### config.mk
export PLATFORM = sky130hd
export DESIGN_NAME = mqtt_packet_stream_parser_top
export DESIGN_NICKNAME = d
export VERILOG_FILES = /design/src/rtl/mpsp_pkg.sv /design/src/rtl/mpsp_in_stage.sv /design/src/rtl/mpsp_core.sv /design/src/rtl/mpsp_out_stage.sv /design/src/rtl/mqtt_packet_stream_parser_top.sv
export SDC_FILE = /design/constraint.sdc
export NUM_CORES = 1
export LEC_CHECK = 0
export BUFFER_PORTS_ARGS = -buffer_cell sky130_fd_sc_hd__buf_2
export CORE_ASPECT_RATIO = 1.4
export CORE_MARGIN = 2
export CORE_UTILIZATION = 50
export CTS_BUF_LIST = sky130_fd_sc_hd__clkbuf_4
export DETAILED_ROUTE_END_ITERATION = 12
export GPL_TIMING_DRIVEN = 0
export PLACE_DENSITY_LB_ADDON = 0.25
export SLEW_MARGIN = 20
export SYNTH_ARGS = -nofsm -noshare
export SYNTH_HDL_FRONTEND = slang
export SYNTH_SLANG_ARGS = --single-unit
export TNS_END_PERCENT = 5
### constraint.sdc
create_clock -name clk -period 5.4 [get_ports clk]
set_clock_uncertainty 0.1 [all_clocks]
set_input_delay 0.81 -clock clk [delete_from_list [all_inputs] [get_ports clk]]
set_output_delay 0.81 -clock clk [all_outputs]
set_load 0.02 [all_outputs]
### src/rtl/mpsp_pkg.sv
// ----------------------------------------------------------------------------
// mpsp_pkg
// Shared types and codes for the MQTT packet stream parser: token kinds,
// the token record passed between stages and the length-field limit.
// ----------------------------------------------------------------------------
package mpsp_pkg;

  // Maximum number of bytes in the remaining-length varint
  localparam int LEN_FIELD_BYTES = 4;

  typedef enum logic [3:0] {
    K_HDR     = 4'd0,
    K_LEN     = 4'd1,
    K_CFLAGS  = 4'd2,
    K_KA      = 4'd3,
    K_CID     = 4'd4,
    K_WTOPIC  = 4'd5,
    K_WMSG    = 4'd6,
    K_USER    = 4'd7,
    K_PASS    = 4'd8,
    K_TOPIC   = 4'd9,
    K_PKTID   = 4'd10,
    K_PAYLOAD = 4'd11,
    K_QOS     = 4'd12,
    K_STRLEN  = 4'd13,
    K_UNSUP   = 4'd14,
    K_BAD     = 4'd15
  } tok_kind_t;

  // Control packet types that matter to the parser
  localparam logic [3:0] PT_CONNECT     = 4'd1;
  localparam logic [3:0] PT_PUBLISH     = 4'd3;
  localparam logic [3:0] PT_PUBACK      = 4'd4;
  localparam logic [3:0] PT_PUBCOMP     = 4'd7;
  localparam logic [3:0] PT_SUBSCRIBE   = 4'd8;
  localparam logic [3:0] PT_UNSUBSCRIBE = 4'd10;

  typedef struct packed {
    tok_kind_t   kind;
    logic [3:0]  pkt;
    logic [27:0] value;
    logic        pend;
  } tok_t;

endpackage

### src/rtl/mpsp_in_stage.sv
// ----------------------------------------------------------------------------
// mpsp_in_stage
// Input register: captures one stream byte per beat and holds it until the
// parse stage consumes it.
// ----------------------------------------------------------------------------
module mpsp_in_stage (
  input  logic       clk,
  input  logic       rst_n,
  input  logic       in_valid,
  output logic       in_stall,
  input  logic [7:0] in_byte,
  input  logic       take,
  output logic       valid,
  output logic [7:0] byte_q
);
  import mpsp_pkg::*;

  logic       valid_r;
  logic       valid_nxt;
  logic [7:0] byte_r;

  assign in_stall  = valid_r && !take;
  assign valid_nxt = (!valid_r || take) ? in_valid : valid_r;
  assign valid     = valid_r;
  assign byte_q    = byte_r;

  always_ff @(posedge clk) begin
    if (!rst_n) begin
      valid_r <= 1'b0;
    end else begin
      valid_r <= valid_nxt;
    end
    if (in_valid && !in_stall) begin
      byte_r <= in_byte;
    end
  end

endmodule

### src/rtl/mpsp_core.sv
// ----------------------------------------------------------------------------
// mpsp_core
// Parse stage: holds the packet state and turns one byte into at most one
// token in a single pass of combinational logic.
// ----------------------------------------------------------------------------
module mpsp_core (
  input  logic           clk,
  input  logic           rst_n,
  input  logic           fire,
  input  logic [7:0]     in_byte,
  output logic           res_valid,
  output mpsp_pkg::tok_t res
);
  import mpsp_pkg::*;

  typedef enum logic [4:0] {
    PH_HDR     = 5'd0,
    PH_LEN     = 5'd1,
    PH_SKIP    = 5'd2,
    PH_CFLAGS  = 5'd3,
    PH_KA_HI   = 5'd4,
    PH_KA_LO   = 5'd5,
    PH_PID_HI  = 5'd6,
    PH_PID_LO  = 5'd7,
    PH_PAYLOAD = 5'd8,
    PH_QOS     = 5'd9,
    PH_TRAIL   = 5'd10,
    PH_CID_H   = 5'd12,
    PH_CID_L   = 5'd13,
    PH_CID_D   = 5'd14,
    PH_WTP_H   = 5'd15,
    PH_WTP_L   = 5'd16,
    PH_WTP_D   = 5'd17,
    PH_WMS_H   = 5'd18,
    PH_WMS_L   = 5'd19,
    PH_WMS_D   = 5'd20,
    PH_USR_H   = 5'd21,
    PH_USR_L   = 5'd22,
    PH_USR_D   = 5'd23,
    PH_PAS_H   = 5'd24,
    PH_PAS_L   = 5'd25,
    PH_PAS_D   = 5'd26,
    PH_TOP_H   = 5'd27,
    PH_TOP_L   = 5'd28,
    PH_TOP_D   = 5'd29
  } phase_t;

  phase_t      phase_r, phase_nxt;
  logic [3:0]  type_r, type_nxt;
  logic [3:0]  flags_r, flags_nxt;
  logic [27:0] bytes_left_r, bytes_left_nxt;
  logic [27:0] accum_r, accum_nxt;
  logic [2:0]  seen_r, seen_nxt;
  logic [15:0] str_left_r, str_left_nxt;
  logic [7:0]  cflags_r, cflags_nxt;
  logic [2:0]  skip_r, skip_nxt;
  logic [7:0]  high_r, high_nxt;

  logic        is_str;
  logic        is_body;
  logic        is_hdr_ph;

  function automatic phase_t after_will(logic [7:0] cf);
    if (cf[7]) return PH_USR_H;
    if (cf[6]) return PH_PAS_H;
    return PH_TRAIL;
  endfunction

  function automatic phase_t after_string(tok_kind_t sk, logic [7:0] cf,
                                          logic [3:0] t, logic [3:0] fl);
    phase_t ph;
    case (sk)
      K_CID:    ph = cf[2] ? PH_WTP_H : after_will(cf);
      K_WTOPIC: ph = PH_WMS_H;
      K_WMSG:   ph = after_will(cf);
      K_USER:   ph = cf[6] ? PH_PAS_H : PH_TRAIL;
      K_PASS:   ph = PH_TRAIL;
      default: begin
        if (t == PT_PUBLISH)          ph = (fl[2:1] != 2'd0) ? PH_PID_HI : PH_PAYLOAD;
        else if (t == PT_SUBSCRIBE)   ph = PH_QOS;
        else if (t == PT_UNSUBSCRIBE) ph = PH_TOP_H;
        else                          ph = PH_TRAIL;
      end
    endcase
    return ph;
  endfunction

  function automatic phase_t after_pid(logic [3:0] t);
    if (t == PT_PUBLISH) return PH_PAYLOAD;
    if (t == PT_SUBSCRIBE || t == PT_UNSUBSCRIBE) return PH_TOP_H;
    return PH_TRAIL;
  endfunction

  function automatic logic end_ok(phase_t nx, logic [3:0] t);
    if (nx == PH_PAYLOAD || nx == PH_TRAIL) return 1'b1;
    return (nx == PH_TOP_H) && (t == PT_SUBSCRIBE || t == PT_UNSUBSCRIBE);
  endfunction

  function automatic logic needs_body(logic [3:0] t);
    return (t == PT_CONNECT) || (t == PT_PUBLISH) ||
           (t >= PT_PUBACK && t <= PT_SUBSCRIBE) || (t == PT_UNSUBSCRIBE);
  endfunction

  assign is_str    = (phase_r >= PH_CID_H) && (phase_r <= PH_TOP_D);
  assign is_body   = ((phase_r >= PH_SKIP) && (phase_r <= PH_TRAIL)) || is_str;
  assign is_hdr_ph = (phase_r != PH_LEN) && !is_body;

  always_comb begin
    logic [27:0] shifted;
    logic [27:0] acc_new;
    logic [2:0]  seen_new;
    logic        last;
    logic        emit;
    tok_kind_t   kind;
    logic [27:0] val;
    phase_t      nx;
    tok_kind_t   sk;
    logic [1:0]  sub;
    logic [15:0] sl_new;
    logic [2:0]  sk_dec;

    phase_nxt      = phase_r;
    type_nxt       = type_r;
    flags_nxt      = flags_r;
    bytes_left_nxt = bytes_left_r;
    accum_nxt      = accum_r;
    seen_nxt       = seen_r;
    str_left_nxt   = str_left_r;
    cflags_nxt     = cflags_r;
    skip_nxt       = skip_r;
    high_nxt       = high_r;
    res_valid      = 1'b0;
    res            = '0;
    last           = 1'b0;
    emit           = 1'b0;
    kind           = K_HDR;
    val            = '0;
    nx             = phase_r;
    sk             = K_CID;
    sub            = 2'd0;
    sl_new         = '0;
    sk_dec         = '0;
    shifted        = '0;
    acc_new        = '0;
    seen_new       = '0;

    // String phases come in triples: length high, length low, data
    case (phase_r)
      PH_CID_H: begin sk = K_CID;    sub = 2'd0; end
      PH_CID_L: begin sk = K_CID;    sub = 2'd1; end
      PH_CID_D: begin sk = K_CID;    sub = 2'd2; end
      PH_WTP_H: begin sk = K_WTOPIC; sub = 2'd0; end
      PH_WTP_L: begin sk = K_WTOPIC; sub = 2'd1; end
      PH_WTP_D: begin sk = K_WTOPIC; sub = 2'd2; end
      PH_WMS_H: begin sk = K_WMSG;   sub = 2'd0; end
      PH_WMS_L: begin sk = K_WMSG;   sub = 2'd1; end
      PH_WMS_D: begin sk = K_WMSG;   sub = 2'd2; end
      PH_USR_H: begin sk = K_USER;   sub = 2'd0; end
      PH_USR_L: begin sk = K_USER;   sub = 2'd1; end
      PH_USR_D: begin sk = K_USER;   sub = 2'd2; end
      PH_PAS_H: begin sk = K_PASS;   sub = 2'd0; end
      PH_PAS_L: begin sk = K_PASS;   sub = 2'd1; end
      PH_PAS_D: begin sk = K_PASS;   sub = 2'd2; end
      PH_TOP_H: begin sk = K_TOPIC;  sub = 2'd0; end
      PH_TOP_L: begin sk = K_TOPIC;  sub = 2'd1; end
      PH_TOP_D: begin sk = K_TOPIC;  sub = 2'd2; end
      default:  begin sk = K_CID;    sub = 2'd0; end
    endcase

    if (fire) begin
      if (phase_r == PH_LEN) begin
        case (seen_r[1:0])
          2'd0:    shifted = {21'd0, in_byte[6:0]};
          2'd1:    shifted = {14'd0, in_byte[6:0], 7'd0};
          2'd2:    shifted = {7'd0, in_byte[6:0], 14'd0};
          default: shifted = {in_byte[6:0], 21'd0};
        endcase
        acc_new   = accum_r | shifted;
        seen_new  = seen_r + 3'd1;
        accum_nxt = acc_new;
        seen_nxt  = seen_new;
        if (in_byte[7]) begin
          // Too many continuation bytes: flag and resync on next byte
          if (seen_new >= 3'(LEN_FIELD_BYTES)) begin
            phase_nxt = PH_HDR;
            res_valid = 1'b1;
            res       = '{kind: K_BAD, pkt: type_r, value: acc_new, pend: 1'b1};
          end
        end else begin
          bytes_left_nxt = acc_new;
          res_valid      = 1'b1;
          if (acc_new == 28'd0) begin
            phase_nxt = PH_HDR;
            res = '{kind: needs_body(type_r) ? K_BAD : K_LEN, pkt: type_r,
                    value: 28'd0, pend: 1'b1};
          end else begin
            if (type_r == PT_CONNECT) begin
              phase_nxt = PH_SKIP;
              skip_nxt  = 3'd7;
            end else if (type_r == PT_PUBLISH) begin
              phase_nxt = PH_TOP_H;
            end else if (needs_body(type_r)) begin
              phase_nxt = PH_PID_HI;
            end else begin
              phase_nxt = PH_TRAIL;
            end
            res = '{kind: K_LEN, pkt: type_r, value: acc_new, pend: 1'b0};
          end
        end
      end else if (is_hdr_ph) begin
        type_nxt  = in_byte[7:4];
        flags_nxt = in_byte[3:0];
        accum_nxt = '0;
        seen_nxt  = '0;
        phase_nxt = PH_LEN;
        res_valid = 1'b1;
        res = '{kind: K_HDR, pkt: in_byte[7:4], value: 28'(in_byte), pend: 1'b0};
      end else begin
        last           = (bytes_left_r <= 28'd1);
        bytes_left_nxt = (bytes_left_r != 28'd0) ? bytes_left_r - 28'd1 : 28'd0;
        if (is_str) begin
          if (sub == 2'd0) begin
            high_nxt = in_byte;
            nx       = phase_t'(phase_r + 5'd1);
          end else if (sub == 2'd1) begin
            sl_new       = {high_r, in_byte};
            str_left_nxt = sl_new;
            emit = 1'b1;
            kind = K_STRLEN;
            val  = 28'(sl_new);
            nx   = (sl_new != 16'd0) ? phase_t'(phase_r + 5'd1)
                                     : after_string(sk, cflags_r, type_r, flags_r);
          end else begin
            sl_new       = (str_left_r != 16'd0) ? str_left_r - 16'd1 : 16'd0;
            str_left_nxt = sl_new;
            emit = 1'b1;
            kind = sk;
            val  = 28'(in_byte);
            nx   = (sl_new != 16'd0) ? phase_r
                                     : after_string(sk, cflags_r, type_r, flags_r);
          end
        end else begin
          case (phase_r)
            PH_SKIP: begin
              sk_dec   = (skip_r != 3'd0) ? skip_r - 3'd1 : 3'd0;
              skip_nxt = sk_dec;
              if (sk_dec == 3'd0) nx = PH_CFLAGS;
            end
            PH_CFLAGS: begin
              cflags_nxt = in_byte;
              emit = 1'b1;
              kind = K_CFLAGS;
              val  = 28'(in_byte);
              nx   = PH_KA_HI;
            end
            PH_KA_HI: begin
              high_nxt = in_byte;
              nx       = PH_KA_LO;
            end
            PH_KA_LO: begin
              emit = 1'b1;
              kind = K_KA;
              val  = 28'({high_r, in_byte});
              nx   = PH_CID_H;
            end
            PH_PID_HI: begin
              high_nxt = in_byte;
              nx       = PH_PID_LO;
            end
            PH_PID_LO: begin
              emit = 1'b1;
              kind = K_PKTID;
              val  = 28'({high_r, in_byte});
              nx   = after_pid(type_r);
            end
            PH_PAYLOAD: begin
              emit = 1'b1;
              kind = K_PAYLOAD;
              val  = 28'(in_byte);
            end
            PH_QOS: begin
              emit = 1'b1;
              kind = K_QOS;
              val  = 28'(in_byte);
              nx   = PH_TOP_H;
            end
            default: begin
              emit = 1'b1;
              kind = K_UNSUP;
              val  = 28'(in_byte);
              nx   = PH_TRAIL;
            end
          endcase
        end

        if (last) begin
          // Final byte of the packet: replace the token if a field is cut short
          phase_nxt = PH_HDR;
          res_valid = 1'b1;
          if (emit && end_ok(nx, type_r)) begin
            res = '{kind: kind, pkt: type_r, value: val, pend: 1'b1};
          end else begin
            res = '{kind: K_BAD, pkt: type_r, value: 28'(in_byte), pend: 1'b1};
          end
        end else begin
          phase_nxt = nx;
          res_valid = emit;
          res       = '{kind: kind, pkt: type_r, value: val, pend: 1'b0};
        end
      end
    end
  end

  always_ff @(posedge clk) begin
    if (!rst_n) begin
      phase_r      <= PH_HDR;
      type_r       <= '0;
      flags_r      <= '0;
      bytes_left_r <= '0;
      accum_r      <= '0;
      seen_r       <= '0;
      str_left_r   <= '0;
      cflags_r     <= '0;
      skip_r       <= '0;
      high_r       <= '0;
    end else begin
      phase_r      <= phase_nxt;
      type_r       <= type_nxt;
      flags_r      <= flags_nxt;
      bytes_left_r <= bytes_left_nxt;
      accum_r      <= accum_nxt;
      seen_r       <= seen_nxt;
      str_left_r   <= str_left_nxt;
      cflags_r     <= cflags_nxt;
      skip_r       <= skip_nxt;
      high_r       <= high_nxt;
    end
  end

`ifndef ASSERT_OFF
  a_end_resyncs: assert property (@(posedge clk) disable iff (!rst_n)
    fire && res_valid && res.pend |=> phase_r == PH_HDR)
    else $error("packet end did not return to header phase");

  a_hdr_to_len: assert property (@(posedge clk) disable iff (!rst_n)
    fire && is_hdr_ph |=> phase_r == PH_LEN && seen_r == 3'd0 && accum_r == 28'd0)
    else $error("header byte did not start a clean length decode");

  a_hold_idle: assert property (@(posedge clk) disable iff (!rst_n)
    !fire |=> $stable(phase_r) && $stable(bytes_left_r))
    else $error("parse state moved without a beat");

  a_skip_count: assert property (@(posedge clk) disable iff (!rst_n)
    phase_r == PH_SKIP |-> skip_r != 3'd0)
    else $error("protocol name skip entered with empty count");
`endif

endmodule

### src/rtl/mpsp_out_stage.sv
// ----------------------------------------------------------------------------
// mpsp_out_stage
// Result register: holds one token until the downstream side takes it and
// tells the parse stage when a new byte may be consumed.
// ----------------------------------------------------------------------------
module mpsp_out_stage (
  input  logic           clk,
  input  logic           rst_n,
  input  logic           res_valid,
  input  mpsp_pkg::tok_t res,
  output logic           ready,
  output logic           out_valid,
  input  logic           out_stall,
  output mpsp_pkg::tok_t tok
);
  import mpsp_pkg::*;

  logic valid_r;
  logic valid_nxt;
  tok_t tok_r;

  assign ready     = !valid_r || !out_stall;
  assign valid_nxt = ready ? res_valid : valid_r;
  assign out_valid = valid_r;
  assign tok       = tok_r;

  always_ff @(posedge clk) begin
    if (!rst_n) begin
      valid_r <= 1'b0;
    end else begin
      valid_r <= valid_nxt;
    end
    if (ready && res_valid) begin
      tok_r <= res;
    end
  end

endmodule

### src/rtl/mqtt_packet_stream_parser_top.sv
// ----------------------------------------------------------------------------
// mqtt_packet_stream_parser_top
// MQTT control packet tokenizer: one stream byte in, at most one token out.
// ----------------------------------------------------------------------------
// The block takes one byte per cycle and sustains that rate indefinitely
// while the output side keeps up; a byte is held in the input register,
// and the parse stage then loads its token into the result register. The
// single parse stage that holds the packet state sets this rate: each byte
// reads and updates that state once. A stalled output holds the parse
// stage, and the input stalls while its register holds a byte that the
// parse stage cannot take. Length continuation, skipped protocol-name and
// 16-bit high bytes produce no token; every other byte, the header byte
// included, produces one.
// A length field longer than four bytes, or a packet that ends inside a
// field, gives a malformed token with packet_end set, and parsing resumes
// at the next byte as a fresh header.
module mqtt_packet_stream_parser_top (
  input  logic        clk,
  input  logic        rst_n,
  input  logic        in_valid,
  output logic        in_stall,
  input  logic [7:0]  in_byte,
  output logic        out_valid,
  input  logic        out_stall,
  output logic [3:0]  out_token_kind,
  output logic [3:0]  out_packet_kind,
  output logic [27:0] out_token_value,
  output logic        out_packet_end
);
  import mpsp_pkg::*;

  logic       s1_valid;
  logic [7:0] s1_byte;
  logic       out_ready;
  logic       fire;
  logic       res_valid;
  tok_t       res;
  tok_t       tok;

  assign fire = s1_valid && out_ready;

  mpsp_in_stage u_in (
    .clk      (clk),
    .rst_n    (rst_n),
    .in_valid (in_valid),
    .in_stall (in_stall),
    .in_byte  (in_byte),
    .take     (out_ready),
    .valid    (s1_valid),
    .byte_q   (s1_byte)
  );

  mpsp_core u_core (
    .clk       (clk),
    .rst_n     (rst_n),
    .fire      (fire),
    .in_byte   (s1_byte),
    .res_valid (res_valid),
    .res       (res)
  );

  mpsp_out_stage u_out (
    .clk       (clk),
    .rst_n     (rst_n),
    .res_valid (res_valid),
    .res       (res),
    .ready     (out_ready),
    .out_valid (out_valid),
    .out_stall (out_stall),
    .tok       (tok)
  );

  assign out_token_kind  = tok.kind;
  assign out_packet_kind = tok.pkt;
  assign out_token_value = tok.value;
  assign out_packet_end  = tok.pend;

endmodule
==> results of run 1 <==
cell usage after synthesis, types with 5 or more instances:
master	n	share of area, %
nand2b_1	6	0.41
and2_1	16	1.1
nand4_1	10	0.69
a22o_1	8	0.77
a21oi_1	75	4.1
nor2_1	93	3.9
or3_1	9	0.62
mux2i_1	13	1.4
nor3b_1	5	0.41
a211oi_1	9	0.75
or2_2	7	0.48
ha_1	15	2.1
a21boi_0	18	1.5
a22oi_1	35	2.9
inv_1	26	1.1
nor2b_1	71	4.9
nand3_1	19	1.1
o211ai_1	15	1.2
a31o_1	7	0.68
and3_1	8	0.55
o22ai_1	16	1.1
nor4_1	31	2.1
a31oi_1	6	0.41
nand2_1	98	4.1
o21ai_0	77	4.3
edfxtp_1	45	15
clkbuf_1	62	2.6
o32ai_1	8	0.77
o31ai_1	6	0.50
xnor2_1	5	0.48
a32oi_1	11	1.1
nor3_1	24	1.3
a21o_1	5	0.41
dfxtp_1	108	24
layout make-up:
type                            instances  area, um^2  area share, %
Multi-Input combinational cell        830        5150           52.0
Sequential cell                       153        3510           35.4
Inverter                               29         109           1.10
Clock buffer                           18         135           1.36
Clock inverter                         14         125           1.26
Buffer                                 69         293           2.95
Antenna cell                            1        2.50         0.0252
Timing Repair Buffer                   52         283           2.85
Tap cell                              240         300           3.03
routing by layer:
layer  part of all wire [%]  vias up
met3                    8.3      111
met2                     45      551
met5                      0        -
li1                       -     4173
met4                    5.8        0
met1                     41     4254
worst reg2reg max path: cells and delay by family (launching register included):
kind / cells / cell delay (ns)
AO/OA/AOI/OAI: 7 / 2.27
AND/OR/NAND/NOR: 4 / 0.85
buffers and inverters: 4 / 1.01
adder cells (fa/ha/maj): 2 / 0.47
flip-flops: 1 / 0.43
worst max path at each step:
stage                      start             to  slack [ns]  cells past startpoint
3_5_place_dp    u_core.seen_r[0]       register        0.40                     17
3_3_place_gp   u_core.phase_r[1]  u_out.tok[28]       -0.37                      8
4_1_cts         u_core.seen_r[0]       register        0.37                     17
6_report        u_core.seen_r[0]       register        0.25                     17
5_1_grt         u_core.seen_r[0]       register        0.07                     17
2_1_floorplan  u_core.phase_r[1]   u_out.tok[0]        1.30                      8
metrics by stage:
| step | total power (W) | TNS (ns) | hold WS [ns] |
|---|---|---|---|
| after CTS | 0.00289 | 0 | 0.257 |
| after detailed placement | 0.00221 | 0 | 0.362 |
| after global routing | 0.00306 | 0 | 0.256 |
| final | 0.00292 | 0 | 0.269 |
| after floorplan | 0.00194 | 0 | 0.343 |
| after global placement | 0.00220 | -13.78 | 0.355 |
state kept, by name, indices dropped and copies added (netlist names), named ones only:
signal and cells:
u_core.accum_r 28, u_out.out_valid 1, u_core.flags_r 2, u_out.tok 37
u_core.cflags_r 3, u_core.bytes_left_r 28, u_core.high_r 8, u_core.seen_r 3
u_core.phase_r 5, u_core.type_r 4, u_core.skip_r 3, u_in.valid 1
u_core.str_left_r 16, u_in.byte_q 8
power breakdown:
part	leakage [nW]	switching [W]	total, W	internal (W)
registers	1.31	0.0000378	0.00126	0.00123
logic	2.05	0.000669	0.000963	0.000294
clock network	0.134	0.000458	0.000692	0.000234
total	3.50	0.00117	0.00292	0.00175
placed cells by master (no fill, tap or decap), types with 16 or more instances in the layout:
cell type,Yosys,routed
clkbuf_4,0,18
a22oi_1,35,35
dfxtp_1,108,108
a21boi_0,18,18
o22ai_1,16,16
edfxtp_1,45,45
nor4_1,31,31
nor2_1,93,93
a21oi_1,75,74
clkbuf_1,62,62
nand3_1,19,19
buf_2,2,53
nor3_1,24,24
and2_1,16,16
inv_1,26,26
nand2_1,98,98
o21ai_0,77,77
nor2b_1,71,71
kinds of logic (layout without fill, tap and decap cells):
logic type / Yosys count / after routing / share of synthesized area (%)
compound gates: 357 / 357 / 26.9
simple gates: 434 / 434 / 25.2
xor+xnor: 9 / 9 / 0.871
mux: 15 / 15 / 1.69
flops: 153 / 153 / 38.8
other cells: 0 / 1 / 0
buf+inv: 98 / 182 / 4.44
fa+ha+maj: 15 / 15 / 2.07
==> results.cfg, run 1 <==
[timing]
finalCriticalPeriod_ns = 5.15
rsz0062_at_grt = no
timing.final.crit_share_pct = 95.3
worst_slew_pin_slew_ns = 1.19
fin_ws_ns = 0.255
setup_viol = 0
slew_headroom_pct = 20.7
hold_viol = 0
fmax_mhz = 194
slew_violations = 0

[synth]
synth_edf_count = 45
synth_warnings = 0
ys_types = 103
synth_cells = 1081
synth-seq-cells = 153
synth_seq_area_share_pct = 38.8
synth_area_mm2 = 0.00905
synthesis.nets = 1108
async_flop_share_pct = 0
synthFlopType = dfxtp_1
synth_area_per_cell_um2 = 8.37

[placed_design]
dp_hpwl_um = 21400
gp_congestion = 1.02
dp_cells = 1373
place_area_mm2 = 0.00965
post-place-ws_ns = 0.397
io_buffers = 50

[setup_path]
cpMostUsedCell = clkbuf_1
reg2reg_depth = 17
worstPathCellList = ha_1 > clkbuf_1 > nor2b_1 > clkbuf_1 > a21oi_1 > o2111ai_1 > or4_1 > clkbuf_1 > o21ai_0 > a211oi_1 > a222oi_1 > buf_2 > nor2b_1 > ha_1 > nand2b_1 > a211oi_1 > a311o_1
regToRegStartpoint = u_core.seen_r[0]
critPathCaptureType = register
path_delay_family = compound AO/OA/AOI/OAI gates
critical_path_buf_inv_count = 4
arrival_ns = 5.61
slowest_stage = a222oi_1
crit_type = register to register
reg2reg_setup_slack_ns = 0.25
cp-start-kind = register
cp.required_ns = 5.87
cp_max_fo = 9
slowest_delay_ns = 0.70

[clocking]
cts_setup_buffers = 0
cts_tree = built
numCtsBuffers = 17
cts_num_sinks = 153
cts_buffer_depth = 2
ctsResizeCount = 0
clk_root_buffer_cell = clkbuf_4
clk_latency_ns = 0.62
h-tree-depth = 4
cts_hold_buf = 0
path_clk_slew_ns = 0.14

[cells_and_area]
drive_gt1_share_pct = 11.7
fill_cells = 1739
area_growth_pct = 9.52
fin_cells = 1406
utilization_pct = 55.5
fin_area_mm2 = 0.00991
final_nets = 1179

[power]
power_density_mw_per_mm2 = 294
leakage_nw = 3.50
peakVddDrop_v = 0.000203

[grt]
antenna_found_initial = 1
grt_max_degree = 24
grt_use_met2_pct = 49.1
grt_remaining_overflow = 0
first_global_vias = 8380
grt_pass1_wl_um = 45700
grt_usage_pct = 30.4
grtUsageMet1_pct = 38.6
busiest_layer = met2
gr-usage-met3_pct = 5.24

[floorplanning]
die_area_mm2 = 0.0192
pin_count = 51
core_region_area_mm2 = 0.0179
dieHeight_um = 163
die_x_um = 118
row_count = 58
initial_core_util_pct = 50.7

[routing]
vias_per_cell = 6.46
final_antenna_net_count = 0
wl_per_cell_um = 20.9
via_count = 9089
route.detailed.drc = 0
drtIter0Drc = 1109
dr.pass1.iters = 6
drt-total-wl_um = 29400

[min_path]
min_to = u_in.byte_q[5]
hp-start = in_byte[5]
min_path_type = input port to register
whs_path_depth = 1

[outcome]
status = finished clean

[job]
drv_cap = 0
(Power assumes the default switching activity.)
==> inputs of run 2 (changes only) <==
RECOVER_POWER = 100   (was unset)
==> run 2 against run 1 <==
  * Design area decreased by 1.2%
  * Clock power about the same
  * The flow now finishes with violations (capacitance limit, slew limit)
  * Worst setup slack got worse by 0.054 ns
  * Power decreased by 0.34%
  * Maximum frequency decreased by 1.0%
  * Sequential share of layout area increased by 0.42 points
  * Count of clock-buffer cells in the layout unchanged
  * Worst hold slack got worse by 0.0018 ns
  * Global-route usage unchanged
  * Routed wire length increased by 0.33%
==> results.cfg, run 2 (synthesis gave the netlist of run 1 again) <==
[timing]
hold_viol = 0
slew_headroom_pct = -23.7
setup_viol = 0
worst_slew_pin_slew_ns = 1.86
timing.final.crit_share_pct = 96.3
finalCriticalPeriod_ns = 5.20
rsz0062_at_grt = no
slew_violations = 17
timing.hold.ws_ns = 0.268
fmax_mhz = 192
fin_ws_ns = 0.201

[power]
peakVddDrop_v = 0.000202
seqPwrFrac_pct = 43.5
p_sw_share_pct = 40.0
clkPwrFrac_pct = 23.9
combPwrFrac_pct = 32.6
leakage_nw = 3.35
p_switching_w = 0.00116
power_density_mw_per_mm2 = 297
p_int_w = 0.00175

[grt]
grt_max_degree = 24
antenna_found_initial = 1
grt_remaining_overflow = 0
grt_usage_pct = 30.4
first_global_vias = 8380
grt_pass1_wl_um = 45700

[setup_path]
slowest_delay_ns = 0.71
critPathCaptureType = register
cp-start-kind = register
startpoint = u_core.seen_r[0]
slowest_stage = a222oi_1
cp_max_fo = 9
arrival_ns = 5.67
crit_type = register to register
cpMostUsedCell = clkbuf_1
path_delay_family = compound AO/OA/AOI/OAI gates
regToRegStartpoint = u_core.seen_r[0]
critical_path_buf_inv_count = 4
cp.required_ns = 5.87
worstPathCellList = ha_1 > clkbuf_1 > nor2b_1 > clkbuf_1 > a21oi_1 > o2111ai_1 > or4_1 > clkbuf_1 > o21ai_0 > a211oi_1 > a222oi_1 > buf_2 > nor2b_1 > ha_1 > nand2b_1 > a211oi_1 > a311o_1

[clocking]
path_clk_slew_ns = 0.14
clk_latency_ns = 0.62
cts_setup_buffers = 0
ctsResizeCount = 0
h-tree-depth = 4
clk_root_buffer_cell = clkbuf_4
cts_num_sinks = 153
cts_buffer_depth = 2
numCtsBuffers = 17
cts_tree = built
cts_hold_buf = 0

[routing]
dr.pass1.iters = 7
wl_per_cell_um = 21.0
via_count = 9106
drtIter0Drc = 1162
final_antenna_net_count = 0
vias_per_cell = 6.48
drt-total-wl_um = 29500
route.detailed.drc = 0

[cells_and_area]
area_growth_pct = 8.25
final_nets = 1179
final_common_cell = dfxtp_1
drive_gt1_share_pct = 7.30
largest_reg_flops = 37
layout_common_cells = 108 x dfxtp_1, 104 x clkbuf_1, 99 x nand2_1

[min_path]
min_path_type = input port to register
hp-start = in_byte[5]

[floorplanning]
row_count = 58
die_area_mm2 = 0.0192
die_x_um = 118
initial_core_util_pct = 50.7
core_region_area_mm2 = 0.0179
dieHeight_um = 163
pin_count = 51

[placed_design]
io_buffers = 50
dp_hpwl_um = 21400
post-place-ws_ns = 0.397
gp_congestion = 1.02

[outcome]
status = complete, but fails checks
failed_checks = capacitance limit, slew limit

[job]
drv_cap = 1
run 2: changes by cell type in the layout (fill, tap and decap cells not counted), moves of 2 or more:
cell,change
a21oi_1,+3
clkbuf_1,+42
buf_2,-41
and2_0,+10
a21oi_2,-2
and2_1,-10
run 2: final cells by class:
cell class	instances	area, um^2
inverter	29	109
timing repair buffer	52	209
clock inverter	14	125
fill	1772	8050
multi-input combinational	830	5110
sequential	153	3510
antenna	1	2.50
buffer	69	293
clock buffer	18	135
tap	240	300
run 2: path summary, 6_finish.rpt:
check,slack [ns],end,depth (start not counted)
setup / recovery,0.20,register,17
hold reg to reg,0.38,u_core.flags_r[1],2
setup reg to reg,0.20,register,17
hold / removal,0.27,u_in.byte_q[5],1
run 2: per-stage QoR:
| step | setup TNS (ns) | cell area [um^2] | utilization [%] | cells | total power (W) |
|---|---|---|---|---|---|
| 2_1_floorplan | 0 | 9050 | - | 1081 | 0.00194 |
| 3_3_place_gp | -13.78 | 9600 | 53.8 | 1371 | 0.00220 |
| 3_5_place_dp | 0 | 9650 | 54.1 | 1373 | 0.00221 |
| 4_1_cts | 0 | 9910 | 55.5 | 1405 | 0.00289 |
| 5_1_grt | 0 | 9800 | 54.9 | 1406 | 0.00305 |
| 6_report | 0 | 9800 | 54.9 | 1406 | 0.00291 |
run 2: metal layers:
metal  global-route usage (%)  part of all wire (%)  vias to the layer above
met5                        0                     0                        -
met4                     16.9                   6.0                        0
met3                     5.24                   7.5                      123
met2                     49.1                    45                      516
met1                     38.6                    41                     4292
li1                         -                     -                     4175
run 2: power groups by stage:
stage	clock, W	combinational, W	sequential (W)
floorplan	0	0.000643	0.00130
global placement	0	0.000911	0.00129
detailed placement	0	0.000924	0.00129
CTS	0.000699	0.000928	0.00126
global route	0.000741	0.00104	0.00127
finish	0.000695	0.000949	0.00126
